==> config.mk <==
export PLATFORM = sky130hd
export DESIGN_NAME = declaration_tokenizer
export DESIGN_NICKNAME = d
export VERILOG_FILES = /design/src/rtl/core/dtok_pkg.sv /design/src/rtl/core/declaration_tokenizer.sv
export SDC_FILE = /design/constraint.sdc
export NUM_CORES = 1
export LEC_CHECK = 0
export ABC_AREA = 0
export BUFFER_PORTS_ARGS = -buffer_cell sky130_fd_sc_hd__buf_2
export CORE_UTILIZATION = 56
export CTS_BUF_LIST = sky130_fd_sc_hd__clkbuf_16
export CTS_CLUSTER_DIAMETER = 40
export DETAILED_ROUTE_END_ITERATION = 10
export PLACE_DENSITY = 0.77
export SYNTH_ARGS = -nofsm -noshare
export SYNTH_HDL_FRONTEND = slang
export SYNTH_SLANG_ARGS = --single-unit
export TNS_END_PERCENT = 10
==> constraint.sdc <==
create_clock -name clk -period 3.8 [get_ports clk]
set_input_delay 0.76 -clock clk [delete_from_list [all_inputs] [get_ports clk]]
set_output_delay 0.76 -clock clk [all_outputs]
set_load 0.01 [all_outputs]
==> src/rtl/core/dtok_pkg.sv <==
// Package for the declaration tokenizer: token kinds, token record and
// the character codes that the lexer matches. No dependencies.
package dtok_pkg;

    typedef enum logic [3:0] {
        KIND_NUMBER   = 4'd0,
        KIND_VAR      = 4'd1,
        KIND_ARRAY    = 4'd2,
        KIND_OF       = 4'd3,
        KIND_NAME     = 4'd4,
        KIND_COLON    = 4'd5,
        KIND_SEMI     = 4'd6,
        KIND_RANGE    = 4'd7,
        KIND_COMMA    = 4'd8,
        KIND_LBRACKET = 4'd9,
        KIND_RBRACKET = 4'd10,
        KIND_END      = 4'd11,
        KIND_ERROR    = 4'd12
    } kind_t;

    typedef struct packed {
        kind_t       kind;
        logic [15:0] start;
        logic [6:0]  length;
        logic        last;
    } token_t;

    localparam logic ACTION_BYTE = 1'b0;
    localparam logic ACTION_END  = 1'b1;

    localparam logic [15:0] START_MAX  = 16'hFFFF;
    localparam int          PREFIX_LEN = 5;

    localparam logic [7:0] CH_COLON  = 8'h3A;
    localparam logic [7:0] CH_SEMI   = 8'h3B;
    localparam logic [7:0] CH_DOT    = 8'h2E;
    localparam logic [7:0] CH_COMMA  = 8'h2C;
    localparam logic [7:0] CH_LBRACK = 8'h5B;
    localparam logic [7:0] CH_RBRACK = 8'h5D;
    localparam logic [7:0] CH_SPACE  = 8'h20;
    localparam logic [7:0] CH_TAB    = 8'h09;
    localparam logic [7:0] CH_CR     = 8'h0D;
    localparam logic [7:0] CH_A      = 8'h61;
    localparam logic [7:0] CH_F      = 8'h66;
    localparam logic [7:0] CH_O      = 8'h6F;
    localparam logic [7:0] CH_R      = 8'h72;
    localparam logic [7:0] CH_V      = 8'h76;
    localparam logic [7:0] CH_Y      = 8'h79;

endpackage

==> src/rtl/core/declaration_tokenizer.sv <==
// Declaration tokenizer top level: lexer state, token decode and a
// three-entry token queue. Depends on dtok_pkg.
//
// Usage:
//   Slave side takes one beat per source byte: s_tdata is the byte and
//   s_tuser is the action (0 byte, 1 end of text). Master side gives one
//   beat per token: kind in m_tuser, start and length in m_tdata, and
//   m_tlast on the final token caused by one input beat.
//   A word, a number or a dot is reported when the byte that ends it
//   arrives, so one input beat yields zero, one or two tokens. End of
//   text flushes what is pending, emits an END token and clears the state.
//   A token is registered in the token queue before it appears on the
//   master side. Throughput: one input beat per cycle while m_tready is
//   high and each beat yields at most one token; a beat that yields two
//   tokens holds off the next beat until the single-token-per-beat
//   master port has drained the token queue to one token.
//   s_tready is high while the queue holds at most one token, so a stalled
//   receiver fills the queue and then holds off the sender; no token is
//   lost or repeated.
//   Reset clears the position counter, the open word, the pending dot and
//   the queue; the block is ready as soon as reset is released.
module declaration_tokenizer #(
    parameter int MAX_WORD       = 64,
    parameter int POSITION_WIDTH = 16
) (
    input  logic        clk,
    input  logic        rst_n,
    input  logic        s_tvalid,
    output logic        s_tready,
    input  logic [7:0]  s_tdata,   // [7:0] char_byte
    input  logic [0:0]  s_tuser,   // [0] action
    output logic        m_tvalid,
    input  logic        m_tready,
    output logic [23:0] m_tdata,   // [15:0] token_start, [22:16] token_length, [23] zero
    output logic [3:0]  m_tuser,   // [3:0] token_kind
    output logic        m_tlast    // last_of_run
);
    import dtok_pkg::*;

    localparam int LEN_W = $clog2(MAX_WORD + 1);
    localparam logic [LEN_W-1:0] LEN_MAX = LEN_W'(MAX_WORD);
    localparam logic [POSITION_WIDTH-1:0] POS_MAX = '1;
    localparam logic [POSITION_WIDTH-1:0] POS_START_MAX = POSITION_WIDTH'(START_MAX);

    logic [POSITION_WIDTH-1:0] pos_reg, pos_next;
    logic [LEN_W-1:0]          word_len_reg, word_len_next;
    logic [15:0]               word_start_reg, word_start_next;
    logic                      word_letter_reg, word_letter_next;
    logic                      word_over_reg, word_over_next;
    logic                      dot_reg, dot_next;
    logic [15:0]               dot_pos_reg, dot_pos_next;
    logic [7:0]                prefix_reg [PREFIX_LEN];

    token_t                    q_reg [3];
    token_t                    q_next [3];
    logic [1:0]                cnt_reg, cnt_next;

    logic        fire, pop;
    logic        is_end;
    logic [7:0]  ch;
    logic        is_letter, is_digit, is_alnum, is_blank, is_dot;
    logic [15:0] pos16;
    kind_t       word_kind, char_kind;
    logic        kw_var, kw_array, kw_of;
    logic        word_open;
    logic        push_a, push_b;
    token_t      tok_a, tok_b;
    logic [1:0]  base;

    assign fire     = s_tvalid && s_tready;
    assign pop      = m_tvalid && m_tready;
    assign s_tready = (cnt_reg <= 2'd1);

    assign is_end    = (s_tuser[0] == ACTION_END);
    assign ch        = s_tdata;
    assign is_letter = ((ch >= 8'h41) && (ch <= 8'h5A)) || ((ch >= 8'h61) && (ch <= 8'h7A));
    assign is_digit  = (ch >= 8'h30) && (ch <= 8'h39);
    assign is_alnum  = is_letter || is_digit;
    assign is_blank  = (ch == CH_SPACE) || ((ch >= CH_TAB) && (ch <= CH_CR));
    assign is_dot    = (ch == CH_DOT);
    assign pos16     = (pos_reg > POS_START_MAX) ? START_MAX : 16'(pos_reg);
    assign word_open = (word_len_reg != '0);

    assign kw_var   = !word_over_reg && (word_len_reg == LEN_W'(3))
                      && (prefix_reg[0] == CH_V) && (prefix_reg[1] == CH_A)
                      && (prefix_reg[2] == CH_R);
    assign kw_array = !word_over_reg && (word_len_reg == LEN_W'(5))
                      && (prefix_reg[0] == CH_A) && (prefix_reg[1] == CH_R)
                      && (prefix_reg[2] == CH_R) && (prefix_reg[3] == CH_A)
                      && (prefix_reg[4] == CH_Y);
    assign kw_of    = !word_over_reg && (word_len_reg == LEN_W'(2))
                      && (prefix_reg[0] == CH_O) && (prefix_reg[1] == CH_F);

    always_comb
    begin
        if (!word_letter_reg)
            word_kind = KIND_NUMBER;
        else if (kw_var)
            word_kind = KIND_VAR;
        else if (kw_array)
            word_kind = KIND_ARRAY;
        else if (kw_of)
            word_kind = KIND_OF;
        else
            word_kind = KIND_NAME;
    end

    always_comb
    begin
        case (ch)
            CH_COLON:  char_kind = KIND_COLON;
            CH_SEMI:   char_kind = KIND_SEMI;
            CH_COMMA:  char_kind = KIND_COMMA;
            CH_LBRACK: char_kind = KIND_LBRACKET;
            CH_RBRACK: char_kind = KIND_RBRACKET;
            default:   char_kind = KIND_ERROR;
        endcase
    end

    // First token: pending dot or word flush; second: END or character token.
    always_comb
    begin
        push_a = 1'b0;
        push_b = 1'b0;
        tok_a  = '{kind: KIND_ERROR, start: dot_pos_reg, length: 7'd1, last: 1'b0};
        tok_b  = '{kind: char_kind, start: pos16, length: 7'd1, last: 1'b1};
        if (dot_reg)
        begin
            push_a = 1'b1;
            if (!is_end && is_dot)
            begin
                tok_a.kind   = KIND_RANGE;
                tok_a.length = 7'd2;
            end
        end
        else if (word_open && (is_end || !is_alnum))
        begin
            push_a       = 1'b1;
            tok_a.kind   = word_kind;
            tok_a.start  = word_start_reg;
            tok_a.length = 7'(word_len_reg);
        end
        if (is_end)
        begin
            push_b       = 1'b1;
            tok_b.kind   = KIND_END;
            tok_b.length = 7'd0;
        end
        else if (!(dot_reg && is_dot) && !is_alnum && !is_blank && !is_dot)
        begin
            push_b = 1'b1;
        end
        tok_a.last = !push_b;
    end

    always_comb
    begin
        pos_next         = pos_reg;
        word_len_next    = word_len_reg;
        word_start_next  = word_start_reg;
        word_letter_next = word_letter_reg;
        word_over_next   = word_over_reg;
        dot_next         = dot_reg;
        dot_pos_next     = dot_pos_reg;
        if (fire)
        begin
            if (is_end)
            begin
                pos_next         = '0;
                word_len_next    = '0;
                word_start_next  = '0;
                word_letter_next = 1'b0;
                word_over_next   = 1'b0;
                dot_next         = 1'b0;
                dot_pos_next     = '0;
            end
            else
            begin
                if (pos_reg != POS_MAX)
                    pos_next = pos_reg + 1'b1;
                dot_next = !dot_reg && is_dot;
                if (!dot_reg && is_dot)
                    dot_pos_next = pos16;
                if (is_alnum)
                begin
                    if (!word_open)
                        word_start_next = pos16;
                    if (is_letter)
                        word_letter_next = 1'b1;
                    if (word_len_reg < LEN_MAX)
                        word_len_next = word_len_reg + 1'b1;
                    else
                        word_over_next = 1'b1;
                end
                else
                begin
                    word_len_next    = '0;
                    word_start_next  = '0;
                    word_letter_next = 1'b0;
                    word_over_next   = 1'b0;
                end
            end
        end
    end

    // Shift the queue on pop, then append the new tokens behind what stays.
    always_comb
    begin
        base = cnt_reg - {1'b0, pop};
        for (int i = 0; i < 3; i++)
        begin
            if (pop && (i < 2))
                q_next[i] = q_reg[i + 1];
            else
                q_next[i] = q_reg[i];
            if (fire && push_a && (base == 2'(i)))
                q_next[i] = tok_a;
            if (fire && push_b && ((base + {1'b0, push_a}) == 2'(i)))
                q_next[i] = tok_b;
        end
        cnt_next = base + (fire ? ({1'b0, push_a} + {1'b0, push_b}) : 2'd0);
    end

    always_ff @(posedge clk or negedge rst_n)
    begin
        if (!rst_n)
        begin
            pos_reg         <= '0;
            word_len_reg    <= '0;
            word_start_reg  <= '0;
            word_letter_reg <= 1'b0;
            word_over_reg   <= 1'b0;
            dot_reg         <= 1'b0;
            dot_pos_reg     <= '0;
            cnt_reg         <= '0;
        end
        else
        begin
            pos_reg         <= pos_next;
            word_len_reg    <= word_len_next;
            word_start_reg  <= word_start_next;
            word_letter_reg <= word_letter_next;
            word_over_reg   <= word_over_next;
            dot_reg         <= dot_next;
            dot_pos_reg     <= dot_pos_next;
            cnt_reg         <= cnt_next;
        end
    end

    always_ff @(posedge clk)
    begin
        for (int i = 0; i < 3; i++)
            q_reg[i] <= q_next[i];
        for (int i = 0; i < PREFIX_LEN; i++)
            if (fire && !is_end && is_alnum && (word_len_reg == LEN_W'(i)))
                prefix_reg[i] <= ch;
    end

    assign m_tvalid = (cnt_reg != 2'd0);
    assign m_tdata  = {1'b0, q_reg[0].length, q_reg[0].start};
    assign m_tuser  = q_reg[0].kind;
    assign m_tlast  = q_reg[0].last;

`ifndef NO_ASSERTIONS
    a_end_clears: assert property (@(posedge clk) disable iff (!rst_n)
        fire && is_end |=> (pos_reg == '0) && (word_len_reg == '0) && !dot_reg)
        else $error("state not cleared after end of text");

    a_dot_no_word: assert property (@(posedge clk) disable iff (!rst_n)
        dot_reg |-> (word_len_reg == '0))
        else $error("dot pending while a word is open");

    a_over_full: assert property (@(posedge clk) disable iff (!rst_n)
        word_over_reg |-> (word_len_reg == LEN_MAX))
        else $error("word overflow below maximum length");

    a_pos_sat: assert property (@(posedge clk) disable iff (!rst_n)
        (pos_reg == POS_MAX) && fire && !is_end |=> (pos_reg == POS_MAX))
        else $error("position counter wrapped");

    a_queue_bound: assert property (@(posedge clk) disable iff (!rst_n)
        cnt_reg == 2'd3 |-> !s_tready)
        else $error("input taken while token queue full");
`endif

endmodule
Word level (Yosys, flattened, before mapping)
Memories as Yosys holds them, arrays and structs flattened.
Cells that the tools add are included.
W data, S select, Z words.
{"block": "word_totals", "input_bits": 13, "output_inout_bits": 31, "regBits": 60, "ram_bits": 124, "elab_cells": 193, "n_memories": 2}
{"name": "q_reg", "depth": 3, "width": 28, "read_ports": 3, "rd_ports_with_merged_regs": 0, "wr": 3, "line_no": "declaration_tokenizer.sv:54", "source": "token_t q_reg [3];"}
{"name": "prefix_reg", "depth": 5, "width": 8, "read_ports": 5, "rd_ports_with_merged_regs": 0, "wr": 1, "line_no": "declaration_tokenizer.sv:52", "source": "logic [7:0] prefix_reg [PREFIX_LEN];"}
{"block": "classes", "n_addsub": 6, "order_cmp": 11, "muxes": 66, "n_reduce_logical": 70, "eq_ne": 30}
{"operator": "$mux W28", "count": 8}
{"operator": "$mux W16", "count": 9}
{"operator": "$eq A8 B7 Y1 const B", "count": 11}
{"operator": "$logic_and A1 B1 Y1", "count": 41}
{"operator": "$eq A8 B6 Y1 const B", "count": 5}
{"operator": "$mux W8", "count": 4}
{"operator": "$reduce_or A8 Y1", "count": 4}
{"operator": "$mux W7", "count": 4}
{"operator": "$mux W27", "count": 1}
{"operator": "$mux W1", "count": 26}
{"operator": "$mux W4", "count": 6}
{"operator": "$pmux W4 S5", "count": 1}
{"operator": "$add A16 B1 Y16 const B", "count": 1}
{"operator": "$ge A8 B7 Y1 const B", "count": 2}
{"operator": "$gt A16 B16 Y1 const B", "count": 1}
{"operator": "$le A8 B7 Y1 const B", "count": 2}
{"operator": "$ne A16 B16 Y1 const B", "count": 1}
{"operator": "$mux W3", "count": 5}
{"operator": "$eq A7 B2 Y1 const B", "count": 2}
{"operator": "$eq A7 B3 Y1 const B", "count": 2}
{"operator": "$reduce_and A2 Y1", "count": 6}
{"operator": "$ne A3 B3 Y1 const B", "count": 3}
{"operator": "$ge A8 B4 Y1 const B", "count": 1}
{"operator": "$ge A8 B6 Y1 const B", "count": 1}
{"operator": "20 further kinds", "count": 36}

Depth between registers and ports, before layout
Gate-level depths: netlist (run 1).
{"block": "logic_depth", "word_depth": 14, "mapped_depth": 15, "mapped_depth_nobuf": 13}

Least setup slack after synthesis (run 1)
No wires, ideal clock.
{"block": "synth_timing", "path_kind": "input -> register", "from": "input port m_tready", "to": "memory q_reg[0][29] in the netlist's numbering, enable pin", "setup_ns": 0.381, "required_ns": 3.419, "path_stages": 12, "path_buffers": 2, "arrival_ns": 3.769, "path_slack_ns": -0.350, "cell_sequence": "nand2_1 -> clkbuf_1 -> inv_1 -> ha_1 -> inv_1 -> ha_1 -> xor2_1 -> nor3_1 -> nand2_1 -> or3_1 -> buf_2 -> nand3_1"}
{"element": "start: declaration", "line_no": "declaration_tokenizer.sv:33", "source": "input logic m_tready,"}
{"element": "end: declaration", "line_no": "declaration_tokenizer.sv:54"}

==> reports/qor.tcl, run 1 <==
set qor(post_synth_num_cell_types) 67
set qor(finalNonFillerCells) 1100
set qor(wire_length_of_the_first_global_routing_pass_um) 33020
set qor(finalInstanceArea_um2) 10020
set qor(routed_via_density) 6.089
set qor(final_common_cell) {nand2_1}
set qor(h-tree-depth) 4
set qor(pre_cts_slack_ps) -50.91
set qor(clkSlewWorstSetupHoldPaths_ps) 70
set qor(rsz0062_at_grt) {false}
set qor(tritoncts_clock_tree) {done}
set qor(static-leakage-power_nw) 4.044
set qor(total_power_w) 0.006024
set qor(ys.warnings.count) 0
set qor(crit_buf_inv) 2
set qor(mapped_cell_area_um2) 8992
set qor(layout_min_cycle_time_ps) 3571
set qor(design.die.area_um2) 16570
set qor(floorplan.core_area_um2) 15430
set qor(final_nets) 899
set qor(global_route.usage.met1_pct) 35.85
set qor(setup_viol) 0
set qor(clock-sinks) 184
set qor(antenna_cells_inserted) 0
set qor(chipWidth_um) 128.7
set qor(synth_area_per_cell_um2) 10.51
set qor(largest_reg_flops) 84
set qor(most-common-layout-cells) {121 x nand2_1, 103 x edfxtp_1, 80 x o21ai_0, 73 x nor2_1, 60 x dfrtp_1}
set qor(worstHoldPathType) {input pin to asynchronous set/reset pin}
set qor(layout_setup_ws_ps) 229.4
set qor(numCtsBuffers) 17
set qor(async_reset_ff_share_pct) 32.61
set qor(fmaxAchievable_mhz) 280.1
set qor(gp_weighted_congestion) 0.9087
set qor(ratio_of_cells_with_drive_above_1_in_the_final_layout_pct) 18.56
set qor(number_of_antenna_violations_at_the_first_check_in_global_routing) 1
set qor(max_slew_headroom_pct) 29.91
set qor(route.detailed.wl_per_inst_um) 18.35
set qor(cts.repair_timing.setup_buffer_count) 0
set qor(clock_skew_ps) 9.711
set qor(global_route.peak_usage_layer) {met2}
set qor(global_route.usage.met3_pct) 6.403
set qor(fin_setup_tns_ps) 0
set qor(placed_cells) 1069
set qor(drt-initial-drc-count) 689
set qor(clkLatencyLatePin_ps) 440
set qor(drt_drc_violations_left) 0
set qor(critical_path_peak_fanout) 42
set qor(total_routing_resource_utilization_after_global_routing_pct) 26.00
set qor(syn_nets) 878
set qor(via_count) 6698
set qor(io_pins) 44
set qor(starting_utilization_of_the_core_area_pct) 58.29
set qor(drt-pass1-iter-count) 6
set qor(worst_path_dominant_cell_family) {simple AND/OR/NAND/NOR gates}
set qor(power_density_nw_per_um2) 601.1
set qor(core.rowCount) 45
set qor(grt.met2_usage_pct) 40.86
set qor(max_slew.worst_pin.slew_ps) 1038
set qor(routed_wl_um) 20180
set qor(peakVddDrop_uv) 342.8
set qor(timing.critical_path.to_type) {flip-flop}
set qor(seq_area_frac_synth_pct) 55.77
set qor(worstPathCellList) {nor4_2 -> nor2b_2 -> nand2_1 -> a21oi_4 -> inv_1 -> ha_1 -> or3_1 -> nor3_2 -> buf_4 -> o21ai_0}
set qor(layout-area-overhead-vs-synth_pct) 11.44
set qor(ratio_of_final_minimum_period_to_clock_period_pct) 93.96
set qor(die_y_um) 128.7
set qor(post_cts.resized_instances) 0
set qor(worstPathRequired_ps) 3960
set qor(arrival_ps) 3730
set qor(dp_hpwl_um) 14250
set qor(worst_path_max_delay_cell) {dfrtp_1}
set qor(finalHoldViolCount) 0
set qor(grt.overflow.total) 0
set qor(first_global_vias) 6430
set qor(max_stage_delay_ps) 480
set qor(cts_root_buffer) {clkbuf_16}
set qor(detail-route-antenna-nets) 0
set qor(status) {finished clean}
set qor(synth_cells) 856
set qor(drv_cap) 0
set qor(maxSlewViolCount) 0
set qor(grt_max_degree) 43
set qor(placed_cell_area_um2) 9408
set qor(synth_enable_flop_cells) 103
set qor(number_of_synthesized_register_bits) 184
set qor(postCtsHoldBufs) 0
set qor(port-buffer-count) 42
set qor(timing_worst_setup_path_type) {flip-flop to flip-flop}
set qor(worst_setup_path_start_kind) {flip-flop}
set qor(clock_path_buffers) 2
set qor(postSynth.topFlopCell) {edfxtp_1}
set qor(nFillCells) 1146
-- area by class of cell --
type / instances / area, um^2 / share of cell area (%)
Clock buffer: 17 / 425.4 / 4.245
Clock inverter: 14 / 173.9 / 1.736
Inverter: 11 / 41.29 / 0.4120
Sequential cell: 184 / 5015 / 50.04
Tap cell: 211 / 264.0 / 2.635
Timing Repair Buffer: 88 / 605.6 / 6.043
Multi-Input combinational cell: 575 / 3496 / 34.89
-- stage by stage --
stage,hold slack [ps],utilization (%)
after floorplan,434.7,-
after global placement,447.6,60.98
after detailed placement,452.7,60.98
after CTS,461.7,64.87
after global routing,478.5,64.96
final,460.0,64.96
-- Yosys cell counts, drive strengths merged, types with 3 or more instances --
| cell type | n | share of area, % |
|---|---|---|
| nor3 | 15 | 0.89 |
| buf | 49 | 3.8 |
| a22o | 33 | 3.2 |
| o21ai | 110 | 6.1 |
| o31ai | 3 | 0.25 |
| or4 | 3 | 0.33 |
| xor2 | 11 | 1.1 |
| and3 | 8 | 0.56 |
| dfrtp | 60 | 17 |
| o22ai | 3 | 0.21 |
| a31oi | 4 | 0.28 |
| and4b | 3 | 0.33 |
| nor2b | 5 | 0.35 |
| ha | 9 | 1.3 |
| edfxtp | 103 | 34 |
| nand2b | 5 | 0.35 |
| dfxtp | 21 | 4.7 |
| mux2 | 19 | 2.4 |
| or3 | 6 | 0.42 |
| nor4bb | 4 | 0.45 |
| nand4 | 7 | 0.49 |
| nor4 | 6 | 0.49 |
| and2 | 5 | 0.35 |
| nand3 | 20 | 1.1 |
| inv | 11 | 0.46 |
| nand2 | 121 | 5.1 |
| a211oi | 13 | 1.4 |
| and4 | 4 | 0.39 |
| clkbuf | 37 | 1.5 |
| nand4b | 3 | 0.29 |
| a21oi | 30 | 1.8 |
| mux2i | 22 | 2.4 |
| nor2 | 74 | 3.2 |
-- report_power, final --
group | internal [W] | total [W] | leakage [nW] | switching, W
registers | 0.00254 | 0.00271 | 1.99 | 0.000165
logic | 0.000577 | 0.00151 | 1.77 | 0.000933
clock network | 0.00104 | 0.00181 | 0.289 | 0.000768
-- worst paths after layout --
| check | start | to | slack (ps) | depth (start not counted) |
|---|---|---|---|---|
| min in group clk | q_reg[0][59] | q_reg[0][59] | 460 | 2 |
| min reg2reg | q_reg[0][59] | q_reg[0][59] | 460 | 2 |
| max in group asynchronous | rst_n | pos_reg[2] | 2520 | 2 |
| min | rst_n | word_len_reg[2] | 460 | 1 |
| max | word_len_reg[5] | q_reg[0][77] | 230 | 10 |
| max reg2reg | word_len_reg[5] | q_reg[0][77] | 230 | 10 |
-- cell families after synthesis --
kind of cell / share of synthesized area [%]
buffers and inverters: 5.830
xor gates and xnor gates: 1.266
DFF: 55.77
adders and majority gates: 1.252
AOI/OAI and AO/OA: 14.72
muxes: 4.870
other: 0.04170
and+or+nand+nor: 16.25
-- per-layer routing --
metal | vias up | share of wire [%]
li1 | 3102 | -
met1 | 3252 | 45
met2 | 304 | 46
met3 | 38 | 7.9
met4 | 2 | 1.4
met5 | - | 0.064
Power figures use the tool's default switching activity.
==> inputs of run 2 (changes only) <==
--- a/config.mk
+++ b/config.mk
@@ -8,9 +8,9 @@
 export ABC_AREA = 0
 export BUFFER_PORTS_ARGS = -buffer_cell sky130_fd_sc_hd__buf_2
-export CORE_UTILIZATION = 56
+export CORE_UTILIZATION = 60
 export CTS_BUF_LIST = sky130_fd_sc_hd__clkbuf_16
 export CTS_CLUSTER_DIAMETER = 40
 export DETAILED_ROUTE_END_ITERATION = 10
-export PLACE_DENSITY = 0.77
+export PLACE_DENSITY = 0.78
 export SYNTH_ARGS = -nofsm -noshare
 export SYNTH_HDL_FRONTEND = slang
==> constraint.sdc (replaced) <==
create_clock -name clk -period 4.4 [get_ports clk]
set_input_delay 0.88 -clock clk [delete_from_list [all_inputs] [get_ports clk]]
set_output_delay 0.88 -clock clk [all_outputs]
set_load 0.005 [all_outputs]
==> run 2 against run 1 <==
  * Via count decreased by 1.5%
  * Sequential power decreased by 14%
  * Worst setup slack improved by 470 ps
  * Non-clock buffer count decreased by 23
  * Routed wire length decreased by 3.9%
  * Maximum frequency decreased by 3.6%
  * Critical path depth increased by 2
  * Critical path type unchanged
==> reports/qor.tcl, run 2 (synthesis results as in run 1) <==
set qor(number_of_antenna_violations_at_the_first_check_in_global_routing) 0 ;# -1
set qor(ratio_of_final_minimum_period_to_clock_period_pct) 84.18 ;# -9.8 points
set qor(clkLatencyLatePin_ps) 440 ;# about the same
set qor(timing_worst_setup_path_type) {flip-flop to flip-flop}
set qor(drt-initial-drc-count) 649 ;# -5.8%
set qor(worstHoldPathType) {input pin to asynchronous set/reset pin}
set qor(dp_hpwl_um) 13190 ;# -7.4%
set qor(cts.repair_timing.setup_buffer_count) 0 ;# unchanged
set qor(worstPathRequired_ps) 4520 ;# +560 ps
set qor(pre_cts_slack_ps) 353.1 ;# +404.0 ps
set qor(max_stage_delay_ps) 490 ;# about the same
set qor(grt_max_degree) 48 ;# +12%
set qor(layout-area-overhead-vs-synth_pct) 8.293
set qor(antenna_cells_inserted) 0 ;# unchanged
set qor(layout_min_cycle_time_ps) 3704 ;# +133.5 ps
set qor(crit_buf_inv) 2 ;# unchanged
set qor(die_y_um) 124.4 ;# -3.3%
set qor(postCtsHoldBufs) 0 ;# unchanged
set qor(timing.critical_path.to_type) {flip-flop}
set qor(numCtsBuffers) 17 ;# unchanged
set qor(clkSlewWorstSetupHoldPaths_ps) 70 ;# about the same
set qor(core.rowCount) 44 ;# -2.2%
set qor(worstPathCellList) {nor4_1 -> nor2b_1 -> nand2_1 -> a21oi_4 -> inv_1 -> ha_1 -> xor2_1 -> nor3_1 -> nand2_1 -> or3_1 -> nand3_1 -> buf_4}
set qor(fmaxAchievable_mhz) 270.0 ;# -3.6%
set qor(placed_cells) 1019 ;# -4.7%
set qor(largest_reg_flops) 84 ;# unchanged
set qor(global_route.usage.met3_pct) 5.713 ;# -0.69 points
set qor(total_power_w) 0.005051 ;# -16%
set qor(rsz0062_at_grt) {false}
set qor(routed_wl_um) 19390 ;# -3.9%
set qor(worst_path_most_repeated_cell) {nand2_1}
set qor(peakVddDrop_uv) 357.0 ;# +4.1%
set qor(static-leakage-power_nw) 3.902 ;# -3.5%
set qor(nFillCells) 1065 ;# -7.1%
set qor(port-buffer-count) 42 ;# unchanged
set qor(r2r_depth) 12 ;# +2
set qor(max_slew_headroom_pct) 20.54 ;# -9.4 points
set qor(route.detailed.wl_per_inst_um) 18.45 ;# +0.55%
set qor(detail-route-antenna-nets) 0 ;# unchanged
set qor(critical_path_peak_fanout) 21 ;# -50%
set qor(first_global_vias) 6251 ;# -2.8%
set qor(global_route.peak_usage_layer) {met2}
set qor(finalNonFillerCells) 1051 ;# -4.5%
set qor(drt-pass1-iter-count) 6 ;# unchanged
set qor(status) {finished clean}
set qor(clock-sinks) 184 ;# unchanged
set qor(setup_viol) 0 ;# unchanged
set qor(total_routing_resource_utilization_after_global_routing_pct) 26.08 ;# +0.083 points
set qor(worst_setup_path_start_kind) {flip-flop}
set qor(via_count) 6597 ;# -1.5%
set qor(routed_via_density) 6.277 ;# +3.1%
set qor(arrival_ps) 3820 ;# +90 ps
set qor(worst_path_max_delay_cell) {dfrtp_1}
set qor(worst-path-stages) 12 ;# +2
set qor(ratio_of_cells_with_drive_above_1_in_the_final_layout_pct) 15.57 ;# -3.0 points
set qor(grt.overflow.total) 0 ;# unchanged
set qor(h-tree-depth) 4 ;# unchanged
set qor(final_common_cell) {nand2_1}
set qor(finalHoldViolCount) 0 ;# unchanged
set qor(starting_utilization_of_the_core_area_pct) 61.64 ;# +3.3 points
set qor(gp_weighted_congestion) 0.8801 ;# -3.1%
set qor(max_slew.worst_pin.slew_ps) 1184 ;# +145.7 ps
set qor(most-common-layout-cells) {121 x nand2_1, 103 x edfxtp_1, 80 x o21ai_0, 73 x nor2_1, 60 x dfrtp_1}
set qor(clock_skew_ps) 9.719 ;# +0.008520 ps
set qor(tritoncts_clock_tree) {done}
set qor(layout_setup_ws_ps) 695.9 ;# +466.5 ps
set qor(drt_drc_violations_left) 0 ;# unchanged
set qor(io_pins) 44 ;# unchanged
set qor(final_nets) 876 ;# -2.6%
set qor(chipWidth_um) 124.4 ;# -3.3%
set qor(cts_root_buffer) {clkbuf_16}
set qor(drv_cap) 0 ;# unchanged
set qor(floorplan.core_area_um2) 14590 ;# -5.4%
set qor(regToRegStartpoint) {word_len_reg[3]}
set qor(post_cts.resized_instances) 0 ;# unchanged
set qor(maxSlewViolCount) 0 ;# unchanged
set qor(clock_path_buffers) 2 ;# unchanged
set qor(fin_setup_tns_ps) 0 ;# unchanged
set qor(first_element_of_the_critical_path) {word_len_reg[3]}
set qor(grt.met2_usage_pct) 38.61 ;# -2.2 points
set qor(power_density_nw_per_um2) 518.6 ;# -14%
set qor(global_route.usage.met1_pct) 37.31 ;# +1.5 points
set qor(worst_path_dominant_cell_family) {simple AND/OR/NAND/NOR gates}
set qor(hold_slack_ps) 428.8 ;# -31.21 ps
set qor(design.die.area_um2) 15480 ;# -6.6%
set qor(wire_length_of_the_first_global_routing_pass_um) 32040 ;# -3.0%
-- run 2: cell count changes in the layout (fill, tap and decap cells not counted), moves of 2 or more --
| cell | previous run | this run |
|---|---|---|
| nand3_2 | 2 | 0 |
| buf_4 | 42 | 23 |
| nand3_1 | 18 | 20 |
| buf_12 | 4 | 0 |
| clkinv_1 | 0 | 2 |
-- run 2: power by group --
part,internal [W],total [W],switching (W),leakage (nW)
Sequential,0.00220,0.00233,0.000136,1.99
Clock,0.000894,0.00154,0.000648,0.287
Combinational,0.000430,0.00118,0.000746,1.63
Total,0.00352,0.00505,0.00153,3.90
-- run 2: routing by layer --
metal | up-vias | wire length (um)
li1 | 3067 | -
met3 | 43 | 1721
met1 | 3162 | 8492
met2 | 325 | 8729
met4 | 0 | 446
met5 | - | 0
-- run 2: stage by stage --
step / utilization, % / instance area, um^2
floorplan: - / 8992
global placement: 62.64 / 9139
detailed placement: 62.64 / 9139
CTS: 66.75 / 9738
global route: 66.75 / 9738
finish: 66.75 / 9738
-- run 2: final cells by class --
cell class                      count  area [um^2]  share of cell area, %
Clock buffer                       17        425.4                  4.368
Inverter                           11        41.29                 0.4240
Clock inverter                     15        173.9                  1.786
Multi-Input combinational cell    575         3470                  35.63
Timing Repair Buffer               65        382.9                  3.932
Sequential cell                   184         5015                  51.50
Tap cell                          184        230.2                  2.364
-- run 2: path summary, 6_finish.rpt --
| kind | endpoint | slack [ps] |
|---|---|---|
| min | word_len_reg[0] | 430 |
| max | q_reg[0][49] | 700 |
| max reg2reg | q_reg[0][49] | 700 |
| min in group clk | q_reg[0][60] | 460 |
| min reg2reg | q_reg[0][60] | 460 |
| max in group asynchronous | word_start_reg[7] | 3090 |
-- run 2: worst reg2reg max path, delay by kind of cell (launching register included) --
kind / cells / cell delay (ps)
buf+inv: 2 / 360
compound gates: 1 / 280
flops: 1 / 490
fa+ha+maj: 1 / 220
xor+xnor: 1 / 210
simple gates: 7 / 1830
